**src/rtl/core/mwo_ram.sv**
```systemverilog
// ----------------------------------------------------------------------------
// mwo_ram: generic simple dual-port RAM
// One write port and one read port with a registered read; the read data
// holds while the read enable is low.
// ----------------------------------------------------------------------------
module mwo_ram #(
  parameter int WIDTH = 16,
  parameter int DEPTH = 257
) (
  input  logic                     clk,
  input  logic                     we,
  input  logic [$clog2(DEPTH)-1:0] waddr,
  input  logic [WIDTH-1:0]         wdata,
  input  logic                     re,
  input  logic [$clog2(DEPTH)-1:0] raddr,
  output logic [WIDTH-1:0]         rdata
);

  logic [WIDTH-1:0] mem [0:DEPTH-1];

  // Write port.
  always_ff @(posedge clk) begin
    if (we) begin
      mem[waddr] <= wdata;
    end
  end

  // Registered read port.
  always_ff @(posedge clk) begin
    if (re) begin
      rdata <= mem[raddr];
    end
  end

endmodule

```
**config.mk**
```make
export PLATFORM = sky130hd
export DESIGN_NAME = mwo_ram
export DESIGN_NICKNAME = d
export VERILOG_FILES = /design/src/rtl/core/mwo_ram.sv
export SDC_FILE = /design/constraint.sdc
export NUM_CORES = 2
export LEC_CHECK = 0
export BUFFER_PORTS_ARGS = -buffer_cell sky130_fd_sc_hd__buf_2
export CORE_UTILIZATION = 25
export DETAILED_ROUTE_END_ITERATION = 8
export MAX_ROUTING_LAYER = met4
export PLACE_DENSITY = 0.4
export SKIP_LAST_GASP = 1
export SYNTH_ARGS = -nofsm -noshare
export SYNTH_HDL_FRONTEND = slang
export SYNTH_MEMORY_MAX_BITS = 65536
export SYNTH_SLANG_ARGS = --single-unit
export TNS_END_PERCENT = 10
```
**constraint.sdc**
```tcl
create_clock -name clk -period 4.4 [get_ports clk]
set_input_delay 0.22 -clock clk [delete_from_list [all_inputs] [get_ports clk]]
set_output_delay 0.22 -clock clk [all_outputs]
set_load 0.01 [all_outputs]
```
==> summary by stage <==
Clock tree
The later-pin clock latency in the skew report is 1.03 ns. After clock tree synthesis, the setup repair step added 0 buffers. The total clock sinks is 4128.

In this run the number of H-tree levels came out at 5. The clock passes through at most 4 buffers. Clock-pin slew was measured on the worst setup and hold paths at 0.06 ns. TritonCTS built the clock tree.

The clock buffer count from CTS is 452. The master cell of the clock root buffer is clkbuf_16.

Floorplanning
The number of placement rows is 292. For this configuration, the core starts out at a cell density of 25.1%. The total I/O pin count is 53.

The core region is 633000 µm². The floorplan step set the die height to 799 µm. The area of the die is 639000 µm². The floorplan die width is 799 µm.

Detailed routing
The first TritonRoute pass finished after 5 iterations. The count of nets left with antenna violations once routing finished came out at 0. The number of DRC violations after detailed-routing iteration 0 is 8706.

The detailed-route vias per instance is 4.72. The detailed-route via count is 79300. The total DRC errors in the routed layout is 0. The aggregate routed wire length is 530 mm. Dividing the detail-routed wire length by the instance count gives 31.5 µm.

Global routing
The via count of the first global-routing pass is 81100. The pin count of the biggest net entering global routing is 134. The first global-routing pass estimated 720 mm of wire. The combined global-route utilization of all metal layers is 16.7%. The initial antenna violation count was 63. For this run the aggregate overflow at the end of global routing stands at 0.

Synth
Counting flops with a built-in enable in the synthesized netlist gives 4128. The post-synthesis net count is 7281. The proportion of synthesized area in mux cells is 15.9%. The number of library cell types mapped by synthesis is 56. The sequential-to-total area share from yosys stat is 78.0%. Counting flops with an async set or reset pin after synthesis yields a share of 0%. Yosys printed 0 warnings. In the synthesized netlist the dominant register cell turns out to be edfxtp_1. The combinational family with the most area after synthesis is multiplexers. The mapped netlist covers 159000 µm².

Synthesis inferred 4128 register bits. The area share of xor/xnor cells in the synthesized design is 0%. The area share of and/or/nand/nor cells after synthesis is 1.81%.

The adder and majority cell fraction of the synthesized area is 0%. In the synthesized netlist, the number of instances is 7244. Summing the areas of all compound-gate instances in the mapped netlist gives 2.68% of the synthesized area. After synthesis, the mean cell area works out to 21.9 µm².

Power
Total power for the finished layout comes to 0.0860 W. In this run the static leakage power is 58.7 nW. IR analysis of the VDD net gives a maximum drop of 351 µV. Dividing total power by cell area gives a power density of 455 nW/µm².

Cells and area
The final layout net count is 8038. The post-route netlist has 29.9% of its cells at a drive strength greater than 1. The layout has 61300 filler cells.

From synthesis to final layout, the design area changed by 18.9%. The share of the core filled with cells is 29.9%.

Outcome
The run finished with clean final reports.

Placed design
The number of input and output port buffers inserted is 52. The HPWL reported at the end of detailed placement is 328 mm. The global placement routability congestion is 0.804.

Hold path
The worst hold path belongs to the class input pin to flop.

STA
The total of endpoints with negative setup slack in the final report is 0. Setup repair after global routing left no endpoint under its margin. For the finished layout, the period the worst path requires is 3.67 ns. The clock arrives with 0.0622 ns of skew. The final count of pins violating max slew is 0. The share of the cycle needed by the critical path after routing is 83.5%.

The actual slew at the worst max-slew pin is 1.36 ns. The timing-limited maximum frequency is 272 MHz. The worst max-slew margin expressed relative to the limit is 9.48%. The hold violation count in the final report is 0.

Setup path
Along the worst path, the maximum fanout reaches 45. The critical path is of the input pin to flop type. The most critical setup path has its startpoint at raddr[1].

The worst register-to-register path has a setup slack of 0.80 ns. The number of cell instances on the worst register-to-register path is 9. For the worst setup path, the data required time is 5.16 ns. The kind of start point of the critical path is an input pin. The endpoint of the most critical setup path is rdata[1]. The destination of the worst register-to-register timing path is rdata[1]. The sort of element at the end of the critical path is a flop. The worst flop-to-flop path startpoint is mem[71][1]. The arrival time of data at the critical path endpoint is 4.43 ns.

Job
The tool flagged a number of max-cap violations equal to 0.
## cells in the final DEF, fill, tap and decap left out, types with 8 or more instances in the layout
master,netlist,final
bufinv_16,0,53
nor2_2,0,219
o21ai_0,115,115
a221oi_1,34,34
clkbuf_1,175,94
nand2_1,200,189
buf_4,58,571
edfxtp_1,4128,4128
buf_8,6,18
mux4_2,922,922
clkbuf_16,0,455
o211ai_1,53,53
clkinv_1,1,118
a31oi_1,34,34
nand3_1,68,64
o22ai_1,75,75
nor3_1,21,21
buf_2,82,32
dlygate4sd3_1,0,23
nand2_2,0,9
buf_12,1,78
a21oi_1,92,92
nor2_1,321,98
a22oi_1,93,93
and3_1,8,8
clkinv_2,0,76
mux2i_1,447,447
mux2_2,8,8
a32oi_1,11,11
diode_2,0,42
clkinv_16,0,8
nand4_1,13,13
clkinv_8,0,9
o221ai_1,72,72
## sequential cells by signal, indices dropped and copies added, names as in the netlist
signal / count
mem: 4112
rdata: 16
## worst max-delay path, cell delays in order
cell and delay (ns):
buf_8 0.37, buf_12 0.35, buf_4 0.36, buf_4 0.26, mux4_2 0.34, mux2i_1 0.42, o21ai_0 0.29, o21ai_0 0.31
buf_4 0.16, nand4_1 0.57, buf_4 0.39, a221oi_1 0.24, a2bb2oi_1 0.10
## worst min-delay path by stage
stage | slack (ns) | endpoint | cells past startpoint | from
after floorplan | 0.32 | mem[0][0] | 0 | wdata[0]
after global placement | 0.52 | rdata[3] | 2 | mem[256][3]
after detailed placement | 0.53 | rdata[3] | 2 | mem[256][3]
after CTS | 0.02 | mem[145][10] | 4 | waddr[1]
after global routing | 0.07 | rdata[12] | 3 | raddr[3]
final | 0.12 | rdata[8] | 3 | raddr[3]
## area by class of cell
class                   count  area (µm²)  area share, %
clock buffers             549       11700           6.21
flip-flops and latches   4128      124000           65.6
repair buffers            723        6520           3.45
multi-input cells        2691       33200           17.6
well taps                8379       10500           5.55
diodes                     42         105         0.0556
inverters                   5        31.3         0.0165
clock inverters           281        2980           1.58
## per-layer routing
metal	wire length, µm	track usage, %	vias up
li1	-	-	32200
met1	240000	23.2	44000
met2	250000	26.3	2427
met3	28500	2.25	610
met4	10900	3.42	0
met5	0	-	-
## power by group
part | leakage (nW) | switching (W) | internal [W]
Clock | 7.17 | 0.0159 | 0.0220
Combinational | 14.5 | 0.00313 | 0.00151
Sequential | 37.1 | 0.0000595 | 0.0433
## cell families after synthesis
logic type / Yosys count
AOI/OAI and AO/OA: 630
buffers and inverters: 425
DFF: 4128
muxes: 1377
and+or+nand+nor: 684
## through the flow
step	cells	TNS (ns)	instance area, µm²	hold WS [ns]	setup slack (ns)
after detailed placement	15900	-0.555	174000	0.532	-0.411
after floorplan	7244	0	159000	0.319	1.30
after CTS	16800	0	189000	0.0163	0.715
after global placement	15900	-0.569	174000	0.516	-0.386
final	16800	0	189000	0.123	0.728
after global routing	16800	0	189000	0.0688	0.602
## cell usage after synthesis, types with 35 or more instances
cell	count	area, µm²
o211ai_1	53	398
nand2_1	200	751
buf_1	35	131
o22ai_1	75	469
a21oi_1	92	460
buf_4	58	435
buf_2	82	410
clkbuf_1	175	657
mux2i_1	447	4470
nor2_1	321	1200
o21ai_0	115	576
buf_6	63	709
o221ai_1	72	631
nand3_1	68	340
edfxtp_1	4128	124000
mux4_2	922	20800
a22oi_1	93	698
## repair_timing
item	in CTS	in global routing
endpoints found under the hold margin	1495	0
hold buffers	23	0
resized for setup	0	0
No activity file was read; power rests on OpenSTA's default activity.
