--- src/rtl/core/mwo_pkg.sv ---
// ----------------------------------------------------------------------------
// mwo_pkg: shared types and constants for the multi-waveform oscillator
// Holds register codes, waveform codes, reset values and the quarter-wave
// sine entry function that is used to build the sine table.
// ----------------------------------------------------------------------------
package mwo_pkg;

  // Default sizes for the top-level parameters.
  localparam int PHASE_BITS_DEF       = 32;
  localparam int SAMPLE_BITS_DEF      = 16;
  localparam int SINE_TABLE_DEPTH_DEF = 256;

  // Fixed register widths.
  localparam int STEP_BITS   = 32;
  localparam int KIND_BITS   = 2;
  localparam int TOTAL_BITS  = 24;
  localparam int CFG_AW      = 2;
  localparam int CFG_DW      = 32;

  // Register reset values.
  localparam logic [STEP_BITS-1:0]  STEP_RESET  = 32'd97391549;
  localparam logic [TOTAL_BITS-1:0] TOTAL_RESET = 24'd44100;

  // Sine lookup geometry: two quadrant bits above a 24-bit position.
  localparam int QUARTER_BITS = 24;
  localparam int SINE_TOP_BITS = QUARTER_BITS + 2;

  // Angle of a quarter turn in Q2.30.
  localparam longint unsigned HALF_PI_Q30 = 64'd1686629713;

  // Configuration register indexes.
  typedef enum logic [CFG_AW-1:0] {
    CFG_PHASE_STEP   = 2'd0,
    CFG_WAVE_KIND    = 2'd1,
    CFG_SAMPLE_TOTAL = 2'd2
  } cfg_reg_t;

  // Waveform selection codes.
  typedef enum logic [KIND_BITS-1:0] {
    WAVE_SINE     = 2'd0,
    WAVE_SQUARE   = 2'd1,
    WAVE_TRIANGLE = 2'd2,
    WAVE_SAWTOOTH = 2'd3
  } wave_kind_t;

  // Flags of one sample descriptor handed from the phase stage onward.
  typedef struct packed {
    logic emit;   // the accepted item produces a sample
    logic last;   // final sample of the run
    logic sine;   // value comes from the sine table
    logic neg;    // table value is negated
  } mwo_desc_t;

  // Two Q2.30 multiplies by x, truncating after each.
  function automatic longint unsigned mul_x2(longint unsigned t, longint unsigned x);
    longint unsigned p;
    p = (t * x) >> 30;
    p = (p * x) >> 30;
    return p;
  endfunction

  // Quarter-wave sine entry for angle x (Q2.30), as a Q1.frac_bits value.
  // Taylor series up to the x^13 term, truncated at every step, then rounded
  // half up and saturated just below full scale.
  function automatic longint quarter_sine(longint unsigned x, int frac_bits);
    longint unsigned t;
    longint sum;
    longint full;
    longint v;
    t = x;
    sum = longint'(x);
    t = mul_x2(t, x) / 6;   sum = sum - longint'(t);
    t = mul_x2(t, x) / 20;  sum = sum + longint'(t);
    t = mul_x2(t, x) / 42;  sum = sum - longint'(t);
    t = mul_x2(t, x) / 72;  sum = sum + longint'(t);
    t = mul_x2(t, x) / 110; sum = sum - longint'(t);
    t = mul_x2(t, x) / 156; sum = sum + longint'(t);
    if (sum < 0) begin
      sum = 0;
    end
    full = longint'(1) << frac_bits;
    v = (sum * full + (longint'(1) << 29)) >>> 30;
    if (v > full - 1) begin
      v = full - 1;
    end
    return v;
  endfunction

endpackage

--- src/rtl/core/mwo_phase_ctrl.sv ---
// ----------------------------------------------------------------------------
// mwo_phase_ctrl: phase accumulator and waveform decode
// Holds phase, sample count and run flag; for each accepted item it forms
// the sample descriptor (table address or direct value) and advances state.
// ----------------------------------------------------------------------------
module mwo_phase_ctrl #(
  parameter int PHASE_BITS       = mwo_pkg::PHASE_BITS_DEF,
  parameter int SAMPLE_BITS      = mwo_pkg::SAMPLE_BITS_DEF,
  parameter int SINE_TABLE_DEPTH = mwo_pkg::SINE_TABLE_DEPTH_DEF
) (
  input  logic                                  clk,
  input  logic                                  rst_n,
  input  logic                                  in_fire,
  input  logic                                  restart,
  input  logic [mwo_pkg::STEP_BITS-1:0]         phase_step,
  input  mwo_pkg::wave_kind_t                   wave_kind,
  input  logic [mwo_pkg::TOTAL_BITS-1:0]        sample_total,
  output mwo_pkg::mwo_desc_t                    desc,
  output logic [SAMPLE_BITS-1:0]                desc_val,
  output logic [$clog2(SINE_TABLE_DEPTH+1)-1:0] desc_addr
);

  localparam int AW   = $clog2(SINE_TABLE_DEPTH + 1);
  localparam int QB   = mwo_pkg::QUARTER_BITS;
  localparam int TOPW = mwo_pkg::SINE_TOP_BITS;
  localparam int SB   = mwo_pkg::STEP_BITS;
  localparam int TB   = mwo_pkg::TOTAL_BITS;
  localparam int S    = SAMPLE_BITS;

  localparam logic [S-1:0]   POS_FULL = {1'b0, {(S-1){1'b1}}};
  localparam logic [S-1:0]   NEG_FULL = {1'b1, {(S-1){1'b0}}};
  localparam logic [S+1:0]   TRI_BASE = (S+2)'(3) << (S - 1);
  localparam logic [S+1:0]   TRI_TOP  = (S+2)'(1) << (S - 1);

  logic [PHASE_BITS-1:0]      phase_r, phase_nxt;
  logic [TB-1:0]              done_r, done_nxt;
  logic                       running_r, running_nxt;

  logic [PHASE_BITS-1:0]      ph_cur;
  logic [TB-1:0]              done_cur;
  logic                       run_cur;
  logic [TB:0]                done_inc;
  logic                       last;
  logic [PHASE_BITS+TOPW-1:0] ph_ext;
  logic [SB+PHASE_BITS-1:0]   step_ext;
  logic [PHASE_BITS-1:0]      step;
  logic [TOPW-1:0]            q_sin;
  logic [S:0]                 q_tri;
  logic [S-1:0]               q_saw;
  logic [QB+AW-1:0]           idx_prod;
  logic [AW-1:0]              idx;
  logic [S+1:0]               tri_fall;
  logic [S-1:0]               tri_val;

  // Restart clears the run before this item's sample is taken.
  assign ph_cur   = restart ? '0 : phase_r;
  assign done_cur = restart ? '0 : done_r;
  assign run_cur  = restart ? (sample_total != '0) : running_r;
  assign done_inc = {1'b0, done_cur} + 1'b1;
  assign last     = (done_inc >= {1'b0, sample_total});

  // Top phase bits, padded with zeros when the accumulator is narrow.
  assign ph_ext = {ph_cur, TOPW'(0)};
  assign q_sin  = ph_ext[PHASE_BITS+TOPW-1 -: TOPW];
  assign q_tri  = ph_ext[PHASE_BITS+TOPW-1 -: S+1];
  assign q_saw  = ph_ext[PHASE_BITS+TOPW-1 -: S];

  // Step scaled from 32 bits to the accumulator width.
  assign step_ext = {phase_step, PHASE_BITS'(0)};
  assign step     = step_ext[SB+PHASE_BITS-1 -: PHASE_BITS];

  // Sine table index from the position within the quadrant.
  assign idx_prod = {AW'(0), q_sin[QB-1:0]} * (QB+AW)'(SINE_TABLE_DEPTH);
  assign idx      = idx_prod[QB+AW-1:QB];

  // Falling half of the triangle, saturated at plus full scale.
  assign tri_fall = TRI_BASE - {1'b0, q_tri};
  assign tri_val  = (tri_fall == TRI_TOP) ? POS_FULL : tri_fall[S-1:0];

  // Descriptor for the sample of this item.
  always_comb begin
    desc.emit = in_fire && run_cur;
    desc.last = last;
    desc.sine = 1'b0;
    desc.neg  = q_sin[TOPW-1];
    desc_addr = q_sin[TOPW-2] ? AW'(SINE_TABLE_DEPTH) - idx : idx;
    desc_val  = '0;
    case (wave_kind)
      mwo_pkg::WAVE_SINE: begin
        desc.sine = 1'b1;
      end
      mwo_pkg::WAVE_SQUARE: begin
        desc_val = ph_cur[PHASE_BITS-1] ? POS_FULL : NEG_FULL;
      end
      mwo_pkg::WAVE_TRIANGLE: begin
        desc_val = q_tri[S] ? tri_val : {~q_tri[S-1], q_tri[S-2:0]};
      end
      mwo_pkg::WAVE_SAWTOOTH: begin
        desc_val = {~q_saw[S-1], q_saw[S-2:0]};
      end
      default: begin
        desc_val = '0;
      end
    endcase
  end

  // Next run state.
  always_comb begin
    phase_nxt   = phase_r;
    done_nxt    = done_r;
    running_nxt = running_r;
    if (in_fire) begin
      if (run_cur) begin
        phase_nxt   = ph_cur + step;
        done_nxt    = done_inc[TB-1:0];
        running_nxt = !last;
      end else begin
        phase_nxt   = ph_cur;
        done_nxt    = done_cur;
        running_nxt = 1'b0;
      end
    end
  end

  always_ff @(posedge clk) begin
    if (!rst_n) begin
      phase_r   <= '0;
      done_r    <= '0;
      running_r <= 1'b0;
    end else begin
      phase_r   <= phase_nxt;
      done_r    <= done_nxt;
      running_r <= running_nxt;
    end
  end

endmodule

--- config.mk ---
export PLATFORM = sky130hd
export DESIGN_NAME = mwo_phase_ctrl
export DESIGN_NICKNAME = d
export VERILOG_FILES = /design/src/rtl/core/mwo_pkg.sv /design/src/rtl/core/mwo_phase_ctrl.sv
export SDC_FILE = /design/constraint.sdc
export NUM_CORES = 1
export LEC_CHECK = 0
export BUFFER_PORTS_ARGS = -buffer_cell sky130_fd_sc_hd__buf_2
export CAP_MARGIN = 30
export CORE_MARGIN = 2
export CORE_UTILIZATION = 50
export DETAILED_ROUTE_END_ITERATION = 8
export GPL_TIMING_DRIVEN = 0
export PLACE_DENSITY = 0.82
export SLEW_MARGIN = 20
export SYNTH_ARGS = -nofsm -noshare
export SYNTH_HDL_FRONTEND = slang
export SYNTH_SLANG_ARGS = --single-unit
--- constraint.sdc ---
create_clock -name clk -period 9.65 [get_ports clk]
set_clock_uncertainty 0.05 [all_clocks]
set_input_delay 0.965 -clock clk [delete_from_list [all_inputs] [get_ports clk]]
set_output_delay 0.965 -clock clk [all_outputs]
set_load 0.1 [all_outputs]
==> flow_summary_export.csv <==
group,metric,value,unit
status,status,"finished clean",
worst_setup_path,path_buf_inv,8,
min_path,holdCritPathClass,"reg -> reg",
clock_network,cts-root-buf,"clkbuf_16",
power_and_ir_drop,peakVddDrop,0.0917,mV
drt,first_pass_iters,6,
yosys,synth_edf_count,0,
timing,timing.final.crit_share,79.4,%
power_and_ir_drop,p_per_area,121,mW/mm²
yosys,synth.area.top_cells,"dfxtp_1, ha_1, nor2_1",
worst_setup_path,crit_slowest_cell,"nor3b_1",
layout,utilization,58.7,%
drt,drc,0,
clock_network,cts_tree,"done",
layout,stdcell_count,1130,
timing,worst_slew_pin_slew,0.750,ns
yosys,synth.most_common_cell,"nor2_1",
global_route,grt_pass1_wl,30.8,mm
worst_setup_path,crit_type,"in -> out",
timing,fin_ws,1.99,ns
global_route,grt_max_degree,14,
worst_setup_path,cp-end-kind,"output pin",
floorplan,ios,91,
clock_network,cts.path.max_buffers,2,
worst_setup_path,startpoint_type,"input port",
yosys,netlist_area,0.00615,mm²
worst_setup_path,cp.required,8.64,ns
clock_network,ctsResizeCount,0,
yosys,async_reset_ff_share,0,%
clock_network,clock-sinks,57,
yosys,synth_top_cell_by_area,"dfxtp_1",
place,dp_cells,1114,
layout,layout.nets,1097,
flow_run,cap_violations,0,
layout,drive_gt1_share,12.0,%
yosys,synthesis.nets,999,
timing,grt_setup_unrepaired,"no",
timing,period_minus_slack,7.66,ns
clock_network,numCtsBuffers,9,
place,portBuffers,87,
global_route,antenna_found_initial,1,
timing,maxSlewViolCount,0,
drt,viasPerCell,6.22,
clock_network,insertion_delay,0.34,ns
yosys,synth_common_cells,"nor2_1, nand2_1, a21oi_1",
timing,finalSetupViolCount,0,
place,dp_hpwl,14.2,mm
timing,max_freq,131,MHz
timing,slew_headroom,49.6,%
yosys,syn_inst,880,
drt,wl_per_cell,16.7,µm
timing,worst_hold_slack,0.432,ns
layout,antenna_cells,0,
floorplan,std_cell_rows,40,
floorplan,dieHeight,115,µm
layout,regArea,0.00114,mm²
floorplan,dieArea,0.0132,mm²
yosys,avgSynthCellArea,6.99,µm²
worst_setup_path,cp_top_family,"simple AND/OR/NAND/NOR gates",
yosys,yosys_warnings,0,
layout,multi_input_area,0.00460,mm²
clock_network,clk_pin_slew,0.05,ns
floorplan,core_area,0.0120,mm²
timing,setup_tns,0,ns
power_and_ir_drop,p_leak,3.13,nW
floorplan,die_w,115,µm
yosys,synth-seq-cells,57,
timing,hold_viol,0,
worst_setup_path,critPathMaxFanout,10,
global_route,grt_overflow,0,
floorplan,start_util,51.2,%
place,place_congestion,1.01,
layout,fillers,1133,
clock_network,cts-htree-levels,3,
clock_network,cts_hold_buf,0,
worst_setup_path,worstPathArrival,6.65,ns
worst_setup_path,max_stage_delay,0.56,ns
drt,drt-initial-drc-count,837,
clock_network,cts_setup_buffers,0,
yosys,synth_seq_area_share,18.6,%
drt,wl,18.9,mm
global_route,grt_pass1_vias,6386,
drt,drtAntennaViolNets,0,
layout,syn_to_final_growth,14.7,%
global_route,grt.total_usage,28.8,%
yosys,synth_ff_type,"dfxtp_1",
yosys,synth_cell_types,62,
yosys,synth_top_area_share,18.6,%
drt,num_vias,7031,
place,post-place-ws,2.14,ns
worst_setup_path,crit_chain,"buf_2 > buf_2 > buf_1 > clkbuf_1 > clkbuf_1 > nor2b_1 > ha_1 > nand3_1 > nor2_1 > and4_1 > clkbuf_1 > nor3b_1 > nand3_1 > xor2_1 > nor2_1 > ha_1 > nand3_1 > nor2_1 > a221oi_1 > o21ai_0 > or3_1 > buf_4 > buf_2",
## worst paths after layout
kind                       to  cells after the start         from  slack [ns]
setup reg to reg    running_r                     17    done_r[0]        5.08
hold / removal    phase_r[12]                      2  phase_r[12]        0.43
setup / recovery      desc[2]                     23      restart        1.99
hold reg to reg   phase_r[12]                      2  phase_r[12]        0.43
## registers in the layout (all words and copies together), names as in the netlist
name / cells
done_r: 24
phase_r: 32
running_r: 1
## worst min-delay path, cell delays in order, from the launching register on
cell	delay [ns]
dfxtp_1	0.32
nand2_1	0.05
o21ai_0	0.07
## logic make-up (layout without fill, tap and decap cells)
logic type      after synthesis  in the layout  synth area share (%)
fa+ha+maj                    58             58                  11.9
compound gates              273            273                  28.0
simple gates                330            330                  26.2
flops                        57             57                  18.6
xor+xnor                     61             61                  8.69
buf+inv                     101            204                  6.65
## cells in the final DEF (no fill, tap or decap), types with 27 or more instances in the layout
master | netlist | routed
nor2b_1 | 43 | 43
buf_2 | 3 | 90
a21oi_1 | 72 | 72
nand2_1 | 73 | 73
nor2_1 | 102 | 102
nand3_1 | 31 | 31
o21ai_0 | 62 | 62
a22oi_1 | 27 | 27
dfxtp_1 | 57 | 57
ha_1 | 56 | 56
xnor2_1 | 31 | 31
inv_1 | 44 | 44
xor2_1 | 30 | 30
clkbuf_1 | 41 | 41
## power by group
| part | switching (mW) | internal [mW] | leakage, nW |
|---|---|---|---|
| Sequential | 0.00730 | 0.246 | 0.464 |
| Combinational | 0.200 | 0.0918 | 2.53 |
| Clock | 0.131 | 0.179 | 0.135 |
## metrics by stage
step | power, mW | cell area, µm²
6_report | 0.854 | 7060
5_1_grt | 0.892 | 7060
4_1_cts | 0.850 | 7060
3_5_place_dp | 0.541 | 6770
3_3_place_gp | 0.537 | 6770
2_1_floorplan | 0.473 | 6150
## final cells by class
class	instances	area share (%)
plain buffers	54	3.30
clock buffers	9	3.19
clock inverters	7	0.869
inverters	47	2.50
multi-input cells	722	65.2
flip-flops and latches	57	16.2
well taps	147	2.61
repair buffers	87	6.17
## routing by layer
layer  global-route usage, %  vias up  part of all wire [%]  wire (µm)
met1                    39.7     3243                    43       8120
li1                        -     3368                     -          -
met3                    4.22       59                   8.8       1670
met4                    12.0        2                   3.2        598
met5                       0        -                 0.058         11
met2                    45.2      359                    45       8490
No activity file was read; power rests on OpenSTA's default activity.
